### src/sv/stt_pkg.sv
// ============================================================================
// stt_pkg
// shared types, codes and constants of the slot timer table
// ============================================================================
`timescale 1ns / 1ps
`default_nettype none

package stt_pkg;

    localparam int TIMER_SLOTS_DEF = 8;
    localparam int MAX_FIRES       = 8;
    localparam int FIRE_W          = $clog2(MAX_FIRES + 1);

    localparam int S_DATA_W = 96;
    localparam int S_USER_W = 2;
    localparam int M_DATA_W = 32;

    typedef enum logic [1:0] {
        MODE_SET    = 2'd0,
        MODE_UNSET  = 2'd1,
        MODE_TICK   = 2'd2,
        MODE_CANCEL = 2'd3
    } t_mode;

    typedef enum logic [1:0] {
        ST_OK        = 2'd0,
        ST_FULL      = 2'd1,
        ST_NOT_FOUND = 2'd2
    } t_status;

    localparam logic KIND_STATUS = 1'b0;
    localparam logic KIND_FIRE   = 1'b1;

    typedef struct packed {
        logic [31:0] period;
        logic        periodic;
        logic [31:0] expiry;
        logic [15:0] event_id;
        logic [7:0]  owner_id;
    } t_slot;

    // controller to datapath
    typedef struct packed {
        logic    load;
        logic    adv;
        logic    wr_set;
        logic    clr_one;
        logic    clr_all;
        logic    fire;
        logic    push_pend;
        logic    emit;
        t_status status;
    } t_cmd;

    // datapath to controller
    typedef struct packed {
        t_mode mode;
        logic  slot_free;
        logic  match;
        logic  expired;
        logic  last_slot;
        logic  fires_full_next;
        logic  pend;
        logic  out_free;
    } t_stat;

endpackage

`default_nettype wire

### src/sv/stt_ctrl.sv
// ============================================================================
// stt_ctrl
// command sequencer: walks the slots and steers the datapath
// ============================================================================
`timescale 1ns / 1ps
`default_nettype none

module stt_ctrl (
    input  wire logic          i_clk,
    input  wire logic          i_rst_n,
    input  wire logic          i_s_tvalid,
    output logic               o_s_tready,
    input  wire stt_pkg::t_stat i_stat,
    output stt_pkg::t_cmd      o_cmd
);

    typedef enum logic [1:0] {
        S_IDLE,
        S_SCAN,
        S_DONE
    } t_state;

    t_state           r_state, n_state;
    stt_pkg::t_status r_status, n_status;

    assign o_s_tready = (r_state == S_IDLE);

    always_comb begin
        n_state  = r_state;
        n_status = r_status;
        o_cmd    = '0;
        o_cmd.status = r_status;
        case (r_state)
            S_IDLE: begin
                if (i_s_tvalid) begin
                    o_cmd.load = 1'b1;
                    n_status   = stt_pkg::ST_OK;
                    n_state    = S_SCAN;
                end
            end
            S_SCAN: begin
                case (i_stat.mode)
                    stt_pkg::MODE_CANCEL: begin
                        o_cmd.clr_all = 1'b1;
                        n_status      = stt_pkg::ST_OK;
                        n_state       = S_DONE;
                    end
                    stt_pkg::MODE_SET: begin
                        if (i_stat.slot_free) begin
                            o_cmd.wr_set = 1'b1;
                            n_status     = stt_pkg::ST_OK;
                            n_state      = S_DONE;
                        end else if (i_stat.last_slot) begin
                            n_status = stt_pkg::ST_FULL;
                            n_state  = S_DONE;
                        end else begin
                            o_cmd.adv = 1'b1;
                        end
                    end
                    stt_pkg::MODE_UNSET: begin
                        if (i_stat.match) begin
                            o_cmd.clr_one = 1'b1;
                            n_status      = stt_pkg::ST_OK;
                            n_state       = S_DONE;
                        end else if (i_stat.last_slot) begin
                            n_status = stt_pkg::ST_NOT_FOUND;
                            n_state  = S_DONE;
                        end else begin
                            o_cmd.adv = 1'b1;
                        end
                    end
                    stt_pkg::MODE_TICK: begin
                        if (i_stat.expired) begin
                            if (!i_stat.pend || i_stat.out_free) begin
                                o_cmd.fire      = 1'b1;
                                o_cmd.push_pend = i_stat.pend;
                                if (i_stat.fires_full_next || i_stat.last_slot) begin
                                    n_state = S_DONE;
                                end else begin
                                    o_cmd.adv = 1'b1;
                                end
                            end
                        end else if (i_stat.last_slot) begin
                            n_state = S_DONE;
                        end else begin
                            o_cmd.adv = 1'b1;
                        end
                    end
                    default: begin
                        n_state = S_DONE;
                    end
                endcase
            end
            S_DONE: begin
                if (i_stat.out_free) begin
                    o_cmd.emit = 1'b1;
                    n_state    = S_IDLE;
                end
            end
            default: begin
                n_state = S_IDLE;
            end
        endcase
    end

    always_ff @(posedge i_clk) begin
        if (!i_rst_n) begin
            r_state  <= S_IDLE;
            r_status <= stt_pkg::ST_OK;
        end else begin
            r_state  <= n_state;
            r_status <= n_status;
        end
    end

endmodule

`default_nettype wire

### src/sv/stt_dp.sv
// ============================================================================
// stt_dp
// slot storage, command latch, pending fire and output register
// ============================================================================
`timescale 1ns / 1ps
`default_nettype none

module stt_dp #(
    parameter int TIMER_SLOTS = stt_pkg::TIMER_SLOTS_DEF
) (
    input  wire logic                          i_clk,
    input  wire logic                          i_rst_n,
    input  wire logic [stt_pkg::S_DATA_W-1:0]  i_s_tdata,
    input  wire logic [stt_pkg::S_USER_W-1:0]  i_s_tuser,
    output logic                               o_m_tvalid,
    input  wire logic                          i_m_tready,
    output logic [stt_pkg::M_DATA_W-1:0]       o_m_tdata,
    output logic                               o_m_tuser,
    output logic                               o_m_tlast,
    input  wire stt_pkg::t_cmd                 i_cmd,
    output stt_pkg::t_stat                     o_stat
);

    localparam int IDX_W = (TIMER_SLOTS > 1) ? $clog2(TIMER_SLOTS) : 1;

    // latched command
    stt_pkg::t_mode r_mode;
    logic [31:0]    r_now;
    logic [7:0]     r_owner;
    logic [15:0]    r_event;
    logic [31:0]    r_dur;
    logic           r_per;

    logic [TIMER_SLOTS-1:0]  r_valid;
    stt_pkg::t_slot          r_mem [TIMER_SLOTS];
    stt_pkg::t_slot          r_rd;
    logic [IDX_W-1:0]        r_idx;
    logic [IDX_W-1:0]        rd_addr;
    logic [stt_pkg::FIRE_W-1:0] r_nfire;

    logic        r_pend_v;
    logic [7:0]  r_pend_owner;
    logic [15:0] r_pend_event;

    logic             r_out_valid;
    logic             r_out_kind;
    stt_pkg::t_status r_out_status;
    logic [7:0]       r_out_owner;
    logic [15:0]      r_out_event;
    logic             r_out_last;

    logic        cur_valid;
    logic        out_free;
    logic [31:0] age;

    assign cur_valid = r_valid[r_idx];
    assign out_free  = !r_out_valid || i_m_tready;
    assign age       = r_now - r_rd.expiry;

    assign o_stat.mode            = r_mode;
    assign o_stat.slot_free       = !cur_valid;
    assign o_stat.match           = cur_valid && (r_rd.owner_id == r_owner)
                                    && (r_rd.event_id == r_event);
    assign o_stat.expired         = cur_valid && !age[31];
    assign o_stat.last_slot       = (r_idx == IDX_W'(TIMER_SLOTS - 1));
    assign o_stat.fires_full_next = (r_nfire == stt_pkg::FIRE_W'(stt_pkg::MAX_FIRES - 1));
    assign o_stat.pend            = r_pend_v;
    assign o_stat.out_free        = out_free;

    // read runs one slot ahead so data is ready when the index moves
    always_comb begin
        if (i_cmd.load) begin
            rd_addr = '0;
        end else if (i_cmd.adv) begin
            rd_addr = r_idx + IDX_W'(1);
        end else begin
            rd_addr = r_idx;
        end
    end

    always_ff @(posedge i_clk) begin
        if (i_cmd.load) begin
            r_mode  <= stt_pkg::t_mode'(i_s_tuser);
            r_now   <= i_s_tdata[31:0];
            r_owner <= i_s_tdata[39:32];
            r_event <= i_s_tdata[55:40];
            r_dur   <= i_s_tdata[87:56];
            r_per   <= i_s_tdata[88];
        end
    end

    always_ff @(posedge i_clk) begin
        if (i_cmd.wr_set) begin
            r_mem[r_idx] <= '{period: r_dur, periodic: r_per, expiry: r_now + r_dur,
                              event_id: r_event, owner_id: r_owner};
        end else if (i_cmd.fire && r_rd.periodic) begin
            r_mem[r_idx] <= '{period: r_rd.period, periodic: r_rd.periodic,
                              expiry: r_now + r_rd.period,
                              event_id: r_rd.event_id, owner_id: r_rd.owner_id};
        end
        r_rd <= r_mem[rd_addr];
    end

    always_ff @(posedge i_clk) begin
        if (!i_rst_n) begin
            r_valid <= '0;
        end else if (i_cmd.clr_all) begin
            r_valid <= '0;
        end else if (i_cmd.wr_set) begin
            r_valid[r_idx] <= 1'b1;
        end else if (i_cmd.clr_one || (i_cmd.fire && !r_rd.periodic)) begin
            r_valid[r_idx] <= 1'b0;
        end
    end

    always_ff @(posedge i_clk) begin
        if (!i_rst_n) begin
            r_idx    <= '0;
            r_nfire  <= '0;
            r_pend_v <= 1'b0;
        end else if (i_cmd.load) begin
            r_idx    <= '0;
            r_nfire  <= '0;
            r_pend_v <= 1'b0;
        end else begin
            if (i_cmd.adv) begin
                r_idx <= r_idx + IDX_W'(1);
            end
            if (i_cmd.fire) begin
                r_nfire  <= r_nfire + stt_pkg::FIRE_W'(1);
                r_pend_v <= 1'b1;
            end
        end
    end

    always_ff @(posedge i_clk) begin
        if (i_cmd.fire) begin
            r_pend_owner <= r_rd.owner_id;
            r_pend_event <= r_rd.event_id;
        end
    end

    always_ff @(posedge i_clk) begin
        if (!i_rst_n) begin
            r_out_valid <= 1'b0;
        end else if (i_cmd.push_pend || i_cmd.emit) begin
            r_out_valid <= 1'b1;
        end else if (i_m_tready) begin
            r_out_valid <= 1'b0;
        end
    end

    always_ff @(posedge i_clk) begin
        if (i_cmd.push_pend) begin
            r_out_kind   <= stt_pkg::KIND_FIRE;
            r_out_status <= stt_pkg::ST_OK;
            r_out_owner  <= r_pend_owner;
            r_out_event  <= r_pend_event;
            r_out_last   <= 1'b0;
        end else if (i_cmd.emit) begin
            r_out_last <= 1'b1;
            if (r_pend_v) begin
                r_out_kind   <= stt_pkg::KIND_FIRE;
                r_out_status <= stt_pkg::ST_OK;
                r_out_owner  <= r_pend_owner;
                r_out_event  <= r_pend_event;
            end else begin
                r_out_kind   <= stt_pkg::KIND_STATUS;
                r_out_status <= i_cmd.status;
                r_out_owner  <= '0;
                r_out_event  <= '0;
            end
        end
    end

    assign o_m_tvalid = r_out_valid;
    assign o_m_tdata  = {6'd0, r_out_event, r_out_owner, r_out_status};
    assign o_m_tuser  = r_out_kind;
    assign o_m_tlast  = r_out_last;

endmodule

`default_nettype wire

### src/sv/slot_timer_table.sv
// ============================================================================
// slot_timer_table
// table of one-shot and periodic timer slots with set, unset, tick, cancel
// ============================================================================
//
//  channel  | dir | tdata                                   | tuser | tlast
//  ---------+-----+-----------------------------------------+-------+------
//  s        | in  | now_ms, owner_id, event_id, duration_ms, | mode  | -
//           |     | periodic                                 |       |
//  m        | out | status, fired_owner, fired_event         | kind  | last
//
//  a command is accepted, then walks the slots in order (up to TIMER_SLOTS,
//  one memory read per cycle), then posts the final result; cancel clears
//  every slot at once without a walk
//  a tick stops walking once MAX_FIRES slots have fired
//  a stalled output holds the walk only when a further result must be posted
//  reset clears every valid bit at once; no clearing pass is needed
//
`timescale 1ns / 1ps
`default_nettype none

module slot_timer_table #(
    parameter int TIMER_SLOTS = stt_pkg::TIMER_SLOTS_DEF
) (
    input  wire logic                         i_clk,
    input  wire logic                         i_rst_n,
    input  wire logic                         i_s_tvalid,
    output logic                              o_s_tready,
    // [31:0] now_ms, [39:32] owner_id, [55:40] event_id,
    // [87:56] duration_ms, [88] periodic, [95:89] zero
    input  wire logic [stt_pkg::S_DATA_W-1:0] i_s_tdata,
    // [1:0] mode
    input  wire logic [stt_pkg::S_USER_W-1:0] i_s_tuser,
    output logic                              o_m_tvalid,
    input  wire logic                         i_m_tready,
    // [1:0] status, [9:2] fired_owner, [25:10] fired_event, [31:26] zero
    output logic [stt_pkg::M_DATA_W-1:0]      o_m_tdata,
    // [0] kind
    output logic                              o_m_tuser,
    output logic                              o_m_tlast
);

    stt_pkg::t_cmd  cmd;
    stt_pkg::t_stat stat;

    stt_ctrl u_ctrl (
        .i_clk      (i_clk),
        .i_rst_n    (i_rst_n),
        .i_s_tvalid (i_s_tvalid),
        .o_s_tready (o_s_tready),
        .i_stat     (stat),
        .o_cmd      (cmd)
    );

    stt_dp #(
        .TIMER_SLOTS (TIMER_SLOTS)
    ) u_dp (
        .i_clk      (i_clk),
        .i_rst_n    (i_rst_n),
        .i_s_tdata  (i_s_tdata),
        .i_s_tuser  (i_s_tuser),
        .o_m_tvalid (o_m_tvalid),
        .i_m_tready (i_m_tready),
        .o_m_tdata  (o_m_tdata),
        .o_m_tuser  (o_m_tuser),
        .o_m_tlast  (o_m_tlast),
        .i_cmd      (cmd),
        .o_stat     (stat)
    );

endmodule

`default_nettype wire

### config.mk
export PLATFORM = sky130hd
export DESIGN_NAME = slot_timer_table
export DESIGN_NICKNAME = d
export VERILOG_FILES = /design/src/sv/stt_pkg.sv /design/src/sv/stt_ctrl.sv /design/src/sv/stt_dp.sv /design/src/sv/slot_timer_table.sv
export SDC_FILE = /design/constraint.sdc
export NUM_CORES = 1
export LEC_CHECK = 0
export ABC_CLOCK_PERIOD_IN_PS = 12750
export BUFFER_PORTS_ARGS = -buffer_cell sky130_fd_sc_hd__buf_2
export CAP_MARGIN = 25
export CORE_MARGIN = 8
export CORE_UTILIZATION = 45
export CTS_BUF_LIST = sky130_fd_sc_hd__clkbuf_16
export DETAILED_ROUTE_END_ITERATION = 12
export GPL_TIMING_DRIVEN = 0
export PLACE_DENSITY = 0.7
export SLEW_MARGIN = 40
export SYNTH_ARGS = -nofsm -noshare
export SYNTH_HDL_FRONTEND = slang
export SYNTH_SLANG_ARGS = --single-unit
export TNS_END_PERCENT = 20
### constraint.sdc
create_clock -name i_clk -period 12.75 [get_ports i_clk]
set_input_delay 0.6375 -clock i_clk [delete_from_list [all_inputs] [get_ports i_clk]]
set_output_delay 0.6375 -clock i_clk [all_outputs]
set_load 0.005 [all_outputs]
==> results.toml <==
[sta]
skew_ns = 0.0507
setup_viol = 0
hold_viol = 0
period_share_pct = 66.7
layout_setup_ws_ns = 4.24
rsz0062_at_grt = "false"
min_period_ns = 8.51
report.final.slew_viol_count = 0
max_freq_ghz = 0.118
maxSlewHeadroom_pct = 45.7
tightestPinTransition_ns = 0.794
finalSetupTns_ns = 0

[synth]
synth_edf_count = 851
yosysTopAreaCell = "edfxtp_1"
ys_async_sr_fraction_pct = 0
postSynthAreaPerCell_um2 = 17.1
syn_area_um2 = 39200
ys_seq_elements = 965
ys_types = 77
netlist_top_cells_area = "edfxtp_1 (65%), dfxtp_1 (5.8%), mux2_2 (3.6%)"
synthCells = 2292
synth_seq_area_share_pct = 71.0
yosys_warnings = 0
synth_top_area_share_pct = 65.2
ys.flop_type = "edfxtp_1"

[layout]
finalInstanceArea_um2 = 46000
drive_gt1_share_pct = 31.7
multi_input_area_um2 = 10500
area_growth_pct = 17.3
final_cell_mix = "edfxtp_1 (851), buf_2 (159), mux2_2 (126)"
ff_latch_area_um2 = 27800
antenna_cells = 0
n_fill_cell = 6841
nets = 2777
layout.cells.most_common = "edfxtp_1"
layout.core_utilization_pct = 53.2

[grt]
track_usage_pct = 18.5
grt.overflow.total = 0
grt_pass1_vias = 22725
grt_max_degree = 60
antenna_found_initial = 0
grt_first_pass_wirelength_um = 138000

[route]
drc = 0
firstDrtPassIters = 5
via_per_inst = 5.66
postRouteAntennaNets = 0
wirelength_um = 92200
vias = 21742
drt-wirelength-per-cell_um = 24.0
dr.first_iter.drc_count = 2018

[clock_tree]
root_buffer = "clkbuf_16"
cts_resized = 0
clockBufferDepth = 3
clkTransAtPathRegs_ns = 0.06
cts_hold_buffers = 0
clock_sinks = 965
post_cts_buffers = 0
cts_tree = "done"
htreeDepth = 3
clock_latency_ns = 0.67
cts_buffers = 100

[floorplanning]
die-area_um2 = 96800
die_h_um = 311
core-area_um2 = 86500
die_w_um = 311
start_util_pct = 45.3
ios = 138
row_count = 108

[critical_path]
cp-end-kind = "register"
critPathMaxFanout = 10
cp_num_buf_inv = 3
crit_required_ns = 13.11
cp_slowest_cell = "or3b_2"
path_class = "reg -> reg"
cp_top_family = "compound AO/OA/AOI/OAI gates"
start_kind = "register"
arrival_ns = 8.87
cp_common_cell = "a21oi_1"
slowest_delay_ns = 0.59

[pwr]
p_leak_nw = 15.7
fin_total_pwr_w = 0.00727
ir_worst_vdd_uv = 99.8
p_per_area_nw_per_um2 = 158

[placement]
place_congestion = 0.809
place_ws_ns = 4.15
dpl_cell_area_um2 = 42600
dp_hpwl_um = 60600
portBuffers = 124

[job]
cap_violations = 0

[status]
status = "finished, final reports clean"

[worst_hold_path]
hold_class = "in -> reg"
==> cell type report <==
class                      instances  share of cell area [%]
buffer                           105                    1.66
clock buffer                     101                    5.50
clock inverter                    87                    1.72
inverter                          54                   0.457
multi-input combinational       1173                    22.9
sequential                       965                    60.6
tap                             1155                    3.14
timing repair buffer             204                    4.09
==> stage by stage <==
stage / std cells / hold WS, ns
floorplan: 2297 / 0.438
global placement: 3576 / 0.451
detailed placement: 3656 / 0.468
CTS: 3844 / 0.110
global route: 3844 / 0.123
finish: 3844 / 0.148
==> worst reg2reg max path, cell delays in order (launching register included) <==
cell and delay, ns:
edfxtp_1 0.47, ha_1 0.34, nand2_1 0.07, nor2_1 0.11, a21oi_1 0.13, o31ai_1 0.50, a41oi_2 0.42, xor2_1 0.28
nand4_1 0.30, or3b_2 0.59, clkbuf_2 0.42, buf_2 0.41, mux2_2 0.41, ha_1 0.23, inv_1 0.07, fa_1 0.42
nand3b_1 0.20, a21oi_1 0.22, o31ai_1 0.18, a21oi_1 0.38, a21oi_1 0.25, o21ai_0 0.52, a21oi_1 0.21, a31oi_1 0.32
a21o_1 0.17, a21oi_1 0.08, xnor2_1 0.57
==> cell usage after synthesis (3+ instances only) <==
master and count:
a21oi_1 63, a31oi_1 3, nand3_1 16, a21o_1 16
dfxtp_1 114, mux2_1 20, buf_12 11, nand2_1 47
nor2b_1 6, and2_1 30, o22ai_1 90, buf_8 3
clkbuf_4 7, nor3_2 3, nor3_1 5, o22ai_2 89
nand3b_1 4, o31ai_1 6, buf_4 11, o21a_1 7
a211oi_1 95, and3_1 4, buf_6 7, nor4_2 90
inv_1 53, nor4_1 4, mux2_4 91, xnor2_1 49
o211ai_1 3, edfxtp_1 851, buf_2 27, o21bai_1 6
clkbuf_1 39, mux2_2 126, nor2_1 129, o21ai_0 20
ha_1 71, nand2b_1 5, xor2_1 10, nand4_1 10
==> cells by family after synthesis <==
kind of cell             after synthesis  synth area share (%)
flip-flops                           965                  71.0
AO/OA/AOI/OAI                        427                  8.76
AND/OR/NAND/NOR                      369                  6.31
multiplexers                         240                  7.79
buffers and inverters                159                  2.46
adder cells (fa/ha/maj)               72                  2.32
XOR/XNOR                              59                  1.32
other                                  1               0.00957
==> state kept, by name, indices dropped and copies added, names as in the netlist, 16 cells and up, named ones only <==
signal,flops
u_dp.r_now,32
u_dp.r_rd,89
u_dp.r_event,16
u_dp.r_pend_event,16
u_dp.r_dur,32
u_dp.r_mem,712
u_dp.r_out_event,16
==> final timing paths <==
| path | startpoint | endpoint | slack [ns] | cells after the start |
|---|---|---|---|---|
| setup / recovery | u_dp.r_now[6]$_DFFE_PP_ | u_dp.r_mem[3][54]$_DFFE_PP_ | 4.24 | 26 |
| hold / removal | i_s_tdata[17] | u_dp.r_now[17]$_DFFE_PP_ | 0.15 | 1 |
| setup reg to reg | u_dp.r_now[6]$_DFFE_PP_ | u_dp.r_mem[3][54]$_DFFE_PP_ | 4.24 | 26 |
| hold reg to reg | u_dp.r_rd[17]$_DFF_P_ | u_dp.r_pend_event[9]$_DFFE_PN_ | 0.48 | 0 |
==> power by group <==
| part | total, W | internal, W | switching, W |
|---|---|---|---|
| Sequential | 0.00367 | 0.00362 | 0.0000535 |
| Combinational | 0.000667 | 0.000255 | 0.000412 |
| Clock | 0.00293 | 0.00171 | 0.00122 |
==> layer usage <==
| layer | vias up | wire, µm | track usage [%] |
|---|---|---|---|
| met4 | 0 | 2420 | 5.37 |
| met3 | 184 | 5960 | 2.85 |
| li1 | 9679 | - | - |
| met5 | - | 0 | 0 |
| met2 | 802 | 45700 | 31.8 |
| met1 | 11077 | 38200 | 24.2 |
Power figures use the tool's default switching activity.
